<file path="config.mk">
export PLATFORM = sky130hd
export DESIGN_NAME = telnet_strip_line_framer_flat
export DESIGN_NICKNAME = d
export VERILOG_FILES = /design/src/rtl/tlnfrm_pkg.sv /design/src/rtl/tlnfrm_if.sv /design/src/rtl/telnet_strip_line_framer.sv /design/src/flat_wrapper.sv
export SDC_FILE = /design/constraint.sdc
export NUM_CORES = 1
export LEC_CHECK = 0
export ABC_AREA = 0
export BUFFER_PORTS_ARGS = -buffer_cell sky130_fd_sc_hd__buf_2
export CORE_ASPECT_RATIO = 0.8
export CORE_MARGIN = 2
export CORE_UTILIZATION = 40
export CTS_CLUSTER_SIZE = 24
export DETAILED_ROUTE_END_ITERATION = 10
export MAX_ROUTING_LAYER = met4
export PLACE_DENSITY = 0.65
export SYNTH_ARGS = -nofsm -noshare
export SYNTH_HDL_FRONTEND = slang
export SYNTH_SLANG_ARGS = --single-unit
</file>
<file path="constraint.sdc">
create_clock -name clock -period 7.1 [get_ports clock]
set_clock_uncertainty 0.15 [all_clocks]
set_input_delay 0.71 -clock clock [delete_from_list [all_inputs] [get_ports clock]]
set_output_delay 0.71 -clock clock [all_outputs]
set_load 0.02 [all_outputs]
</file>
<file path="src/rtl/tlnfrm_pkg.sv">
// Package for the telnet line framer: payload types, telnet codes,
// result kinds and the prompt texts used by the login-mode line closer.
// No dependencies.
`default_nettype none

package tlnfrm_pkg;

   typedef logic [7:0] byte_type;
   typedef logic [1:0] kind_type;
   typedef logic [1:0] csr_index_type;
   typedef logic [3:0] line_pos_type;
   typedef logic [2:0] prompt_mask_type;

   typedef struct packed {
      kind_type kind;
      byte_type out_byte;
   } result_type;

   // Result kinds
   localparam kind_type KIND_DATA     = 2'd0;
   localparam kind_type KIND_LINE_END = 2'd1;
   localparam kind_type KIND_LOGOUT   = 2'd2;

   // Configuration register indexes
   localparam csr_index_type CSR_LOW_CHAR   = 2'd0;
   localparam csr_index_type CSR_HIGH_CHAR  = 2'd1;
   localparam csr_index_type CSR_LOGIN_MODE = 2'd2;

   // Configuration reset values
   localparam byte_type LOW_CHAR_RESET  = 8'd32;
   localparam byte_type HIGH_CHAR_RESET = 8'd126;

   // Telnet codes
   localparam byte_type TN_IAC  = 8'd255;
   localparam byte_type TN_DONT = 8'd254;
   localparam byte_type TN_DO   = 8'd253;
   localparam byte_type TN_WONT = 8'd252;
   localparam byte_type TN_WILL = 8'd251;
   localparam byte_type TN_IP   = 8'd244;
   localparam byte_type CH_LF   = 8'd10;

   // One past carriage return: floor of the printable range
   localparam byte_type MIN_LOW_CHAR = 8'd14;
   localparam line_pos_type LINE_SAT = 4'd11;

   // Prompts, one bit of the match mask each
   localparam int NUM_PROMPTS = 3;
   localparam logic [1:0] PROMPT_LOGIN = 2'd0;
   localparam logic [1:0] PROMPT_PASS  = 2'd1;
   localparam logic [1:0] PROMPT_ROOT  = 2'd2;

   localparam int LOGIN_LEN = 7;
   localparam int PASS_LEN  = 10;
   localparam int ROOT_LEN  = 3;

   localparam logic [8*LOGIN_LEN-1:0] LOGIN_TEXT = "Login: ";
   localparam logic [8*PASS_LEN-1:0]  PASS_TEXT  = "Password: ";
   localparam logic [8*ROOT_LEN-1:0]  ROOT_TEXT  = "#> ";

   // Length of a prompt
   function automatic line_pos_type prompt_len(input logic [1:0] idx);
      line_pos_type len;
      len = '0;
      case (idx)
         PROMPT_LOGIN: len = line_pos_type'(LOGIN_LEN);
         PROMPT_PASS:  len = line_pos_type'(PASS_LEN);
         PROMPT_ROOT:  len = line_pos_type'(ROOT_LEN);
         default:      len = '0;
      endcase
      return len;
   endfunction

   // Character of a prompt at a line position; zero past its end
   function automatic byte_type prompt_char(input logic [1:0] idx, input line_pos_type pos);
      byte_type ch;
      ch = '0;
      case (idx)
         PROMPT_LOGIN:
            if (pos < line_pos_type'(LOGIN_LEN))
               ch = LOGIN_TEXT[8*(LOGIN_LEN-1-int'(pos)) +: 8];
         PROMPT_PASS:
            if (pos < line_pos_type'(PASS_LEN))
               ch = PASS_TEXT[8*(PASS_LEN-1-int'(pos)) +: 8];
         PROMPT_ROOT:
            if (pos < line_pos_type'(ROOT_LEN))
               ch = ROOT_TEXT[8*(ROOT_LEN-1-int'(pos)) +: 8];
         default: ch = '0;
      endcase
      return ch;
   endfunction

endpackage

`default_nettype wire

</file>
<file path="src/rtl/tlnfrm_if.sv">
// Handshake channel interfaces of the telnet line framer: received bytes,
// framed results and configuration writes. Depends on tlnfrm_pkg.
`default_nettype none

interface tlnfrm_req_if;
   logic                 valid;
   logic                 ready;
   tlnfrm_pkg::byte_type data_byte;
   logic                 chunk_end;
   modport source (output valid, output data_byte, output chunk_end, input ready);
   modport sink   (input valid, input data_byte, input chunk_end, output ready);
endinterface

interface tlnfrm_rsp_if;
   logic                 valid;
   logic                 ready;
   tlnfrm_pkg::kind_type kind;
   tlnfrm_pkg::byte_type out_byte;
   modport source (output valid, output kind, output out_byte, input ready);
   modport sink   (input valid, input kind, input out_byte, output ready);
endinterface

interface tlnfrm_csr_if;
   logic                      valid;
   logic                      ready;
   tlnfrm_pkg::csr_index_type index;
   tlnfrm_pkg::byte_type      data;
   modport source (output valid, output index, output data, input ready);
   modport sink   (input valid, input index, input data, output ready);
endinterface

`default_nettype wire

</file>
<file path="src/rtl/telnet_strip_line_framer.sv">
// Top level of the telnet line framer: command filter, prompt tracker and
// a four-entry result queue. Depends on tlnfrm_pkg and tlnfrm_if.
`default_nettype none

// Strips telnet IAC commands from a received byte stream and frames lines.
// One byte is taken per clock while req_ready is high: the filter and prompt
// tracker update in the cycle an item is accepted, and its zero, one or two
// results enter a four-entry result queue that drains one result per cycle
// while rsp_ready is high. req_ready stays high while the queue has room for
// two results, so with rsp_ready held high the block sustains one byte per
// cycle; only a chunk end that closes a prompt line adds a second result, and
// a long run of those slows intake, as the queue has a single read port.
// After IAC IP the block reports a logout error and then swallows every byte
// until reset. Configuration writes are always accepted.
module telnet_strip_line_framer (
   input  wire          clock,
   input  wire          reset,
   tlnfrm_req_if.sink   req_ch,
   tlnfrm_rsp_if.source rsp_ch,
   tlnfrm_csr_if.sink   csr_ch
);
   import tlnfrm_pkg::*;

   // Command filter state codes
   localparam logic [1:0] CMD_DATA  = 2'd0;
   localparam logic [1:0] CMD_IAC   = 2'd1;
   localparam logic [1:0] CMD_SKIP  = 2'd2;

   localparam int QDEPTH = 4;

   // Configuration
   byte_type low_char_ff, high_char_ff;
   logic     login_mode_ff;

   // Framer state
   logic [1:0]      cmd_state_ff, cmd_state_in;
   line_pos_type    line_pos_ff, line_pos_in;
   prompt_mask_type match_ff, match_in;
   logic            kept_ff, kept_in;
   logic            halted_ff, halted_in;

   // Result queue
   result_type  queue_ff [QDEPTH];
   logic [1:0]  wr_ptr_ff, rd_ptr_ff;
   logic [2:0]  count_ff, count_in;

   logic        req_fire, rsp_fire;
   logic [1:0]  push_count;
   result_type  push0, push1;
   byte_type    lo_eff, c;
   logic        prompt_hit;

   assign req_fire     = req_ch.valid & req_ch.ready;
   assign rsp_fire     = rsp_ch.valid & rsp_ch.ready;
   assign req_ch.ready = (count_ff <= 3'(QDEPTH - 2));
   assign csr_ch.ready = 1'b1;
   assign c            = req_ch.data_byte;
   assign lo_eff       = (low_char_ff < MIN_LOW_CHAR) ? MIN_LOW_CHAR : low_char_ff;

   // Configuration registers
   always_ff @(posedge clock) begin
      if (reset) begin
         low_char_ff   <= LOW_CHAR_RESET;
         high_char_ff  <= HIGH_CHAR_RESET;
         login_mode_ff <= 1'b1;
      end else if (csr_ch.valid) begin
         case (csr_ch.index)
            CSR_LOW_CHAR:   low_char_ff   <= csr_ch.data;
            CSR_HIGH_CHAR:  high_char_ff  <= csr_ch.data;
            CSR_LOGIN_MODE: login_mode_ff <= csr_ch.data[0];
            default: ;
         endcase
      end
   end

   // Per-byte filter, prompt tracking and result selection
   always_comb begin
      logic stop_now;
      cmd_state_in = cmd_state_ff;
      line_pos_in  = line_pos_ff;
      match_in     = match_ff;
      kept_in      = kept_ff;
      halted_in    = halted_ff;
      push_count   = 2'd0;
      push0        = '0;
      push1        = '0;
      prompt_hit   = 1'b0;
      stop_now     = 1'b0;

      if (req_fire && !halted_ff) begin
         case (cmd_state_ff)
            CMD_DATA: begin
               if (c == TN_IAC) begin
                  cmd_state_in = CMD_IAC;
               end else if (c == CH_LF) begin
                  kept_in     = 1'b1;
                  push0       = '{kind: KIND_LINE_END, out_byte: '0};
                  push_count  = 2'd1;
                  line_pos_in = '0;
                  match_in    = '1;
               end else if (c >= lo_eff && c <= high_char_ff) begin
                  kept_in    = 1'b1;
                  push0      = '{kind: KIND_DATA, out_byte: c};
                  push_count = 2'd1;
                  for (int i = 0; i < NUM_PROMPTS; i++) begin
                     if (line_pos_ff >= prompt_len(2'(i)) ||
                         prompt_char(2'(i), line_pos_ff) != c)
                        match_in[i] = 1'b0;
                  end
                  if (line_pos_ff < LINE_SAT)
                     line_pos_in = line_pos_ff + 4'd1;
               end
            end
            CMD_IAC: begin
               if (c == TN_IP) begin
                  halted_in  = 1'b1;
                  push0      = '{kind: KIND_LOGOUT, out_byte: '0};
                  push_count = 2'd1;
                  stop_now   = 1'b1;
               end else if (c == TN_DO || c == TN_WILL || c == TN_WONT || c == TN_DONT) begin
                  cmd_state_in = CMD_SKIP;
               end else begin
                  cmd_state_in = CMD_DATA;
               end
            end
            default: cmd_state_in = CMD_DATA;
         endcase

         // Prompt closer at a chunk end, on the updated open line
         if (req_ch.chunk_end && !stop_now) begin
            for (int i = 0; i < NUM_PROMPTS; i++) begin
               if (match_in[i] && line_pos_in == prompt_len(2'(i)))
                  prompt_hit = 1'b1;
            end
            if (kept_in && login_mode_ff && prompt_hit) begin
               if (push_count == 2'd0) begin
                  push0 = '{kind: KIND_LINE_END, out_byte: '0};
               end else begin
                  push1 = '{kind: KIND_LINE_END, out_byte: '0};
               end
               push_count  = push_count + 2'd1;
               line_pos_in = '0;
               match_in    = '1;
            end
            kept_in = 1'b0;
         end
      end

      count_in = count_ff + 3'(push_count) - 3'(rsp_fire);
   end

   // Framer state registers
   always_ff @(posedge clock) begin
      if (reset) begin
         cmd_state_ff <= CMD_DATA;
         line_pos_ff  <= '0;
         match_ff     <= '1;
         kept_ff      <= 1'b0;
         halted_ff    <= 1'b0;
      end else begin
         cmd_state_ff <= cmd_state_in;
         line_pos_ff  <= line_pos_in;
         match_ff     <= match_in;
         kept_ff      <= kept_in;
         halted_ff    <= halted_in;
      end
   end

   // Result queue pointers and count
   always_ff @(posedge clock) begin
      if (reset) begin
         wr_ptr_ff <= '0;
         rd_ptr_ff <= '0;
         count_ff  <= '0;
      end else begin
         wr_ptr_ff <= wr_ptr_ff + push_count;
         rd_ptr_ff <= rd_ptr_ff + 2'(rsp_fire);
         count_ff  <= count_in;
      end
   end

   // Result queue storage
   always_ff @(posedge clock) begin
      if (push_count != 2'd0)
         queue_ff[wr_ptr_ff] <= push0;
      if (push_count == 2'd2)
         queue_ff[wr_ptr_ff + 2'd1] <= push1;
   end

   assign rsp_ch.valid    = (count_ff != 3'd0);
   assign rsp_ch.kind     = queue_ff[rd_ptr_ff].kind;
   assign rsp_ch.out_byte = queue_ff[rd_ptr_ff].out_byte;

`ifndef ASSERT_OFF
   a_count_bound: assert property (@(posedge clock) disable iff (reset)
      count_ff <= 3'(QDEPTH))
      else $error("result queue count beyond depth");

   a_halt_sticks: assert property (@(posedge clock) disable iff (reset)
      halted_ff |=> halted_ff)
      else $error("halt cleared without reset");

   a_halt_silent: assert property (@(posedge clock) disable iff (reset)
      halted_ff |-> push_count == 2'd0)
      else $error("result produced while halted");

   a_two_needs_login: assert property (@(posedge clock) disable iff (reset)
      push_count == 2'd2 |-> login_mode_ff && req_ch.chunk_end)
      else $error("second result without prompt close");

   a_accept_room: assert property (@(posedge clock) disable iff (reset)
      req_fire |=> count_ff <= 3'(QDEPTH))
      else $error("item accepted without queue room");
`endif

endmodule

`default_nettype wire

</file>
<file path="src/flat_wrapper.sv">
// flat-port wrapper written by rule: the top's interface ports become plain ports
module telnet_strip_line_framer_flat import tlnfrm_pkg::*;
  (clock, reset, req_ch_valid, req_ch_data_byte, req_ch_chunk_end, req_ch_ready, rsp_ch_valid, rsp_ch_kind, rsp_ch_out_byte, rsp_ch_ready, csr_ch_valid, csr_ch_index, csr_ch_data, csr_ch_ready);
  tlnfrm_req_if req_ch_i ();
  tlnfrm_rsp_if rsp_ch_i ();
  tlnfrm_csr_if csr_ch_i ();
  input  wire clock;
  input  wire reset;
  input wire logic [$bits(req_ch_i.valid)-1:0] req_ch_valid;
  input wire logic [$bits(req_ch_i.data_byte)-1:0] req_ch_data_byte;
  input wire logic [$bits(req_ch_i.chunk_end)-1:0] req_ch_chunk_end;
  output wire logic [$bits(req_ch_i.ready)-1:0] req_ch_ready;
  output wire logic [$bits(rsp_ch_i.valid)-1:0] rsp_ch_valid;
  output wire logic [$bits(rsp_ch_i.kind)-1:0] rsp_ch_kind;
  output wire logic [$bits(rsp_ch_i.out_byte)-1:0] rsp_ch_out_byte;
  input wire logic [$bits(rsp_ch_i.ready)-1:0] rsp_ch_ready;
  input wire logic [$bits(csr_ch_i.valid)-1:0] csr_ch_valid;
  input wire logic [$bits(csr_ch_i.index)-1:0] csr_ch_index;
  input wire logic [$bits(csr_ch_i.data)-1:0] csr_ch_data;
  output wire logic [$bits(csr_ch_i.ready)-1:0] csr_ch_ready;
  assign req_ch_i.valid = req_ch_valid;
  assign req_ch_i.data_byte = req_ch_data_byte;
  assign req_ch_i.chunk_end = req_ch_chunk_end;
  assign req_ch_ready = req_ch_i.ready;
  assign rsp_ch_valid = rsp_ch_i.valid;
  assign rsp_ch_kind = rsp_ch_i.kind;
  assign rsp_ch_out_byte = rsp_ch_i.out_byte;
  assign rsp_ch_i.ready = rsp_ch_ready;
  assign csr_ch_i.valid = csr_ch_valid;
  assign csr_ch_i.index = csr_ch_index;
  assign csr_ch_i.data = csr_ch_data;
  assign csr_ch_ready = csr_ch_i.ready;
  telnet_strip_line_framer u_core (.clock(clock), .reset(reset), .req_ch(req_ch_i), .rsp_ch(rsp_ch_i), .csr_ch(csr_ch_i));
endmodule
</file>
==> results of run 1 <==
## through the flow
step           setup slack [ns]  total power, uW  utilization, %
6_report                   1.62             1330            45.3
3_3_place_gp               1.69              787            42.4
4_1_cts                    1.68             1340            45.3
5_1_grt                    1.14             1390            45.3
3_5_place_dp               1.68              796            42.4
2_1_floorplan              2.57              726               -
## cell usage after synthesis (12+ instances only)
cell type	n	share of area, %
a21oi_1	24	2.5
a22o_1	13	2.4
clkbuf_1	18	1.4
dfxtp_1	71	29
ha_1	28	7.2
inv_1	27	2.1
nand2_1	40	3.1
nand3_1	31	3.2
nand4_1	12	1.6
nor2_1	53	4.1
o21ai_0	37	3.8
xnor2_1	15	2.7
## flip-flops by register name (all words and copies together), names as in the netlist
register	cells
u_core.wr_ptr_ff	2
u_core.high_char_ff	8
u_core.line_pos_ff	4
u_core.halted_ff	1
u_core.count_ff	3
u_core.kept_ff	1
u_core.low_char_ff	8
u_core.cmd_state_ff	2
u_core.rd_ptr_ff	2
u_core.login_mode_ff	1
u_core.queue_ff	40
u_core.match_ff	3
## final timing paths
check	endpoint	slack, ns	cells after the start	start
max reg2reg	u_core.queue_ff[2][8]$_DFFE_PP_	1.62	16	u_core.line_pos_ff[2]$_SDFFE_PP0P_
max	u_core.queue_ff[2][8]$_DFFE_PP_	1.62	16	u_core.line_pos_ff[2]$_SDFFE_PP0P_
min reg2reg	u_core.high_char_ff[7]$_SDFFE_PP0P_	0.31	2	u_core.high_char_ff[7]$_SDFFE_PP0P_
min	u_core.high_char_ff[7]$_SDFFE_PP0P_	0.31	2	u_core.high_char_ff[7]$_SDFFE_PP0P_
## worst reg2reg max path, cell delays in order, from the launching register on
cell       delay, ns
dfxtp_1         0.73
inv_1           0.32
ha_1            0.59
nand2b_1        0.25
a21oi_1         0.09
a311oi_1        0.26
xnor2_1         0.12
a2111oi_2       0.42
a41oi_1         0.26
o41a_4          0.43
nor2_1          0.13
ha_1            0.15
nor2b_1         0.07
nor2b_1         0.13
o21ai_1         0.24
nand4_1         0.60
nand2_1         0.26
## power breakdown
part / switching, uW / internal, uW
sequential: 41.1 / 457
clock: 189 / 347
combinational: 166 / 126
## routing by layer
metal,part of all wire [%],global-route usage (%),up-vias,routed length [um]
li1,-,-,2090,-
met2,47,34.3,157,5930
met3,5.4,4.50,12,683
met1,47,26.9,2113,5930
met4,1.1,5.49,0,145
met5,0,-,-,0
## cell type report
| type | instances | area, um2 | area share [%] |
|---|---|---|---|
| clock buffers | 9 | 225 | 4.26 |
| inverters | 27 | 101 | 1.92 |
| repair buffers | 36 | 183 | 3.46 |
| well taps | 148 | 185 | 3.51 |
| flip-flops and latches | 75 | 1540 | 29.2 |
| clock inverters | 7 | 124 | 2.34 |
| multi-input cells | 419 | 2920 | 55.3 |
## cell families after synthesis
kind of cell	after synthesis	share of synthesized area [%]
AND/OR/NAND/NOR	199	20.9
AO/OA/AOI/OAI	159	23.2
flip-flops	75	31.9
buffers and inverters	69	7.64
adder cells (fa/ha/maj)	29	7.66
XOR/XNOR	16	2.90
multiplexers	15	5.70
other	1	0.0776
==> flow_summary.ini, run 1 <==
[status]
status = completed

[die]
die_area_um2 = 13000
boundaryPins = 37
rows = 35
die_w_um = 127
initial_core_util_pct = 41.5
core_um2 = 11600
die_h_um = 102

[placement]
post_dp_cell_area_um2 = 4930
globalplace.congestion = 0.936
portBuffers = 35
place_inst = 705
dp.final_hpwl_um = 9170

[grt]
grt_max_degree = 34
grt_pass1_vias = 4169
antenna_found_initial = 0
grt.total_usage_pct = 21.1
grt_pass1_wl_um = 20900
overflow = 0

[cts]
cts_hold_buffers = 0
cts.sinks = 75
root_buffer = clkbuf_16
worst_skew_pair.late_latency_ns = 0.34
path_clk_slew_ns = 0.06
cts_buffer_depth = 2
cts_setup_buffers = 0
cts_tree = done
numCtsBuffers = 9
htreeDepth = 3
cts-resized-gates = 0

[yosys]
synth-seq-area-share_pct = 31.9
avgSynthCellArea_um2 = 8.59
synthesis.nets = 616
synth-main-ff-cell = dfxtp_1
synth-edff-count = 4
synthesis.area_um2 = 4830
ys_seq_elements = 75
syn_inst = 563
async_flop_share_pct = 0
synthDistinctLibCells = 73
ys_warn_count = 0

[detailed_routing]
ant_nets = 0
routed_via_density = 6.06
initialDrtViolationCount = 369
drcViolationCount = 0
wl_per_cell_um = 17.6
dr_total_vias = 4372
wirelength_um = 12700
dr.pass1.iters = 5

[timing]
fmax_mhz = 183
slew_viol_final = 0
holdWs_ns = 0.306
slew_headroom_pct = 50.6
period_minus_slack_ns = 5.48
finalHoldViolCount = 0
final-setup-viol-count = 0
rsz0062_at_grt = false
worst_pin_slew_ns = 0.740
fin_tns_setup_ns = 0
fin_crit_sh_pct = 77.1

[power_and_ir_drop]
p_per_area_nw_per_um2 = 251
leakagePower_uw = 0.00205
vdd_drop_max_mv = 0.124

[job]
max_cap_violations = 0

[finish]
drive_gt1_share_pct = 12.7
fin_cells = 721
num-fill-cells = 1128
nets = 621
mostFrequentLayoutCells = dfxtp_1 (71), nor2_1 (53), nand2_1 (40), o21ai_0 (37), buf_2 (35)
diodes = 0
layout_commonest_cell = dfxtp_1
stdcell_area_um2 = 5280
area_growth_pct = 9.29

[worst_setup_path]
cp_top_family = compound AO/OA/AOI/OAI gates
worstSetupPathType = reg -> reg
crit_chain = inv_1 -> ha_1 -> nand2b_1 -> a21oi_1 -> a311oi_1 -> xnor2_1 -> a2111oi_2 -> a41oi_1 -> o41a_4 -> nor2_1 -> ha_1 -> nor2b_1 -> nor2b_1 -> o21ai_1 -> nand4_1 -> nand2_1
crit_path_top_delay_cell = dfxtp_1
cp-start-kind = flop
path_buf_inv = 1
critPathMaxFanout = 20
cp.required_ns = 7.00
arrival_ns = 5.37
slowest_delay_ns = 0.73
endpoint_kind = flop

[worst_hold_path]
min_path_type = reg -> reg
Power figures use the tool's default switching activity.
==> run 2: changes to the inputs <==
--- a/config.mk
+++ b/config.mk
@@ -5,7 +5,7 @@
 export SDC_FILE = /design/constraint.sdc
 export NUM_CORES = 1
 export LEC_CHECK = 0
-export ABC_AREA = 0
+export ABC_AREA = 1
 export BUFFER_PORTS_ARGS = -buffer_cell sky130_fd_sc_hd__buf_2
 export CORE_ASPECT_RATIO = 0.8
 export CORE_MARGIN = 2
==> constraint.sdc (replaced) <==
create_clock -name clock -period 5.45 [get_ports clock]
set_clock_uncertainty 0.15 [all_clocks]
set_input_delay 0.545 -clock clock [delete_from_list [all_inputs] [get_ports clock]]
set_output_delay 0.545 -clock clock [all_outputs]
set_load 0.02 [all_outputs]
==> flow_summary.ini, run 2 <==
[status]
status = completed

[timing]
slew_viol_final = 0
finalHoldViolCount = 0
setup_ws_ns = 1.05
rsz0062_at_grt = false
final-setup-viol-count = 0
period_minus_slack_ns = 4.40
fin_crit_sh_pct = 80.7
fin_tns_setup_ns = 0
fmax_mhz = 227
holdWs_ns = 0.297
slew_headroom_pct = 47.4
worst_pin_slew_ns = 0.782

[yosys]
yosysMostFrequentCell = nand2_1
synthesis.area_um2 = 4980
synth-main-ff-cell = dfxtp_1
ys_seq_elements = 75
synthesis.nets = 772
synthDistinctLibCells = 48
synthTopCellsByCount = nand2_1 (148), inv_1 (79), nand3_1 (74), nor2_1 (73), dfxtp_1 (71)
synth-edff-count = 4
synth-seq-area-share_pct = 30.9
netlist.area_leader.share_pct = 28.5
yosys.area.top_type = dfxtp_1
ys_warn_count = 0
syn_inst = 719
async_flop_share_pct = 0
synthTopCellsByArea = dfxtp_1 (29%), nand2_1 (11%), nand3_1 (7.4%)
avgSynthCellArea_um2 = 6.93

[detailed_routing]
dr_total_vias = 4613
wl_per_cell_um = 13.6
routed_via_density = 5.17
initialDrtViolationCount = 405
ant_nets = 0
drcViolationCount = 0
dr.pass1.iters = 5
wirelength_um = 12100

[finish]
mostFrequentLayoutCells = nand2_1 (148), inv_1 (79), nand3_1 (74), nor2_1 (73), dfxtp_1 (71)
largest_reg_flops = 40
drive_gt1_share_pct = 15.0
layout_commonest_cell = nand2_1
fin_cells = 893
area_growth_pct = 9.57
diodes = 0
num-fill-cells = 1275
nets = 789
finish.utilization_pct = 44.9
top_regs = u_core.queue_ff x40, u_core.high_char_ff x8, u_core.low_char_ff x8
top_register = u_core.queue_ff

[cts]
cts_hold_buffers = 0
cts-resized-gates = 0
numCtsBuffers = 9
cts_buffer_depth = 2
cts.sinks = 75
htreeDepth = 3
cts_tree = done
worst_skew_pair.late_latency_ns = 0.33
path_clk_slew_ns = 0.06
cts_setup_buffers = 0
root_buffer = clkbuf_16

[die]
die_w_um = 129
die_area_um2 = 13400
die_h_um = 104
boundaryPins = 37
initial_core_util_pct = 41.0
rows = 36
core_um2 = 12200

[power_and_ir_drop]
vdd_drop_max_mv = 0.146
leakagePower_uw = 0.00259
p_per_area_nw_per_um2 = 354

[job]
max_cap_violations = 0

[placement]
globalplace.congestion = 0.922
portBuffers = 35
dp.final_hpwl_um = 8850
place_inst = 877
pre_cts_ws_ns = 1.07

[grt]
grt.total_usage_pct = 19.5
antenna_found_initial = 0
overflow = 0
grt_pass1_wl_um = 20500
grt_max_degree = 23
grt_pass1_vias = 4132

[worst_setup_path]
arrival_ns = 4.46
crit_path_top_delay_cell = fa_1
endpoint_kind = flop
critPathMaxFanout = 6
slowest_delay_ns = 0.37
cp.required_ns = 5.52
cp-start-kind = flop
worstSetupPathType = reg -> reg
crit_path_frequent_cell = nand2_1

[worst_hold_path]
min_path_type = in -> reg
-- run 2: changes by cell type in the layout (fill, tap and decap cells not counted), sizes merged, moves of 13 or more --
cell | before | now
nor2 | 53 | 77
nand3 | 31 | 88
xnor2 | 15 | 2
nand2 | 40 | 169
o21ai | 45 | 71
a22o | 13 | 0
inv | 29 | 90
-- run 2: per-stage QoR --
| step | area [um2] | power (uW) |
|---|---|---|
| finish | 5460 | 1930 |
| global route | 5460 | 2080 |
| CTS | 5460 | 1950 |
| detailed placement | 5150 | 1320 |
| global placement | 5150 | 1320 |
| floorplan | 4980 | 1170 |
-- run 2: logic make-up (layout without fill, tap and decap cells) --
family	count (synthesis)	after routing	share of synthesized area, %
DFF	75	75	30.9
adders and majority gates	29	29	7.44
AOI/OAI and AO/OA	127	127	14.5
buffers and inverters	118	140	10.9
and+or+nand+nor	363	363	35.1
xor gates and xnor gates	6	6	1.06
other	1	1	0.0753
-- run 2: layout make-up --
| class | instances | area [um2] | share of cell area (%) |
|---|---|---|---|
| Multi-Input combinational cell | 526 | 2900 | 53.1 |
| Sequential cell | 75 | 1540 | 28.2 |
| Inverter | 87 | 332 | 6.08 |
| Clock buffer | 9 | 225 | 4.13 |
| Timing Repair Buffer | 37 | 190 | 3.48 |
| Tap cell | 152 | 190 | 3.48 |
| Clock inverter | 7 | 81.3 | 1.49 |
-- run 2: final timing paths --
check | start | end | slack (ns) | cells past startpoint
worst max-delay path | u_core.low_char_ff[4]$_SDFFE_PP0P_ | u_core.count_ff[2]$_SDFF_PP0_ | 1.05 | 32
worst min-delay path | csr_ch_data[1] | u_core.high_char_ff[1]$_SDFFE_PP1P_ | 0.30 | 3
worst min register to register | u_core.halted_ff$_SDFFE_PP0P_ | u_core.halted_ff$_SDFFE_PP0P_ | 0.32 | 2
worst max register to register | u_core.low_char_ff[4]$_SDFFE_PP0P_ | u_core.count_ff[2]$_SDFF_PP0_ | 1.05 | 32
-- run 2: critical path: cells and delay by family, from the launching register on --
kind,cells,cell delay [ns]
simple gates,18,1.76
fa+ha+maj,4,1.08
flops,1,0.31
buf+inv,8,0.55
xor+xnor,1,0.17
compound gates,1,0.23
-- run 2: per-layer routing --
metal / global-route usage, % / vias to the layer above / wire length [um]
met4: 5.05 / 0 / 155
met3: 4.65 / 13 / 634
met2: 27.2 / 116 / 5000
met5: - / - / 0
li1: - / 2410 / -
met1: 28.0 / 2074 / 6330
-- run 2: report_power, final --
part | switching, uW | leakage [uW] | total, uW | internal (uW)
Sequential | 63.8 | 0.000620 | 676 | 612
Combinational | 415 | 0.00182 | 640 | 225
Clock | 255 | 0.000149 | 617 | 362
Total | 734 | 0.00259 | 1930 | 1200
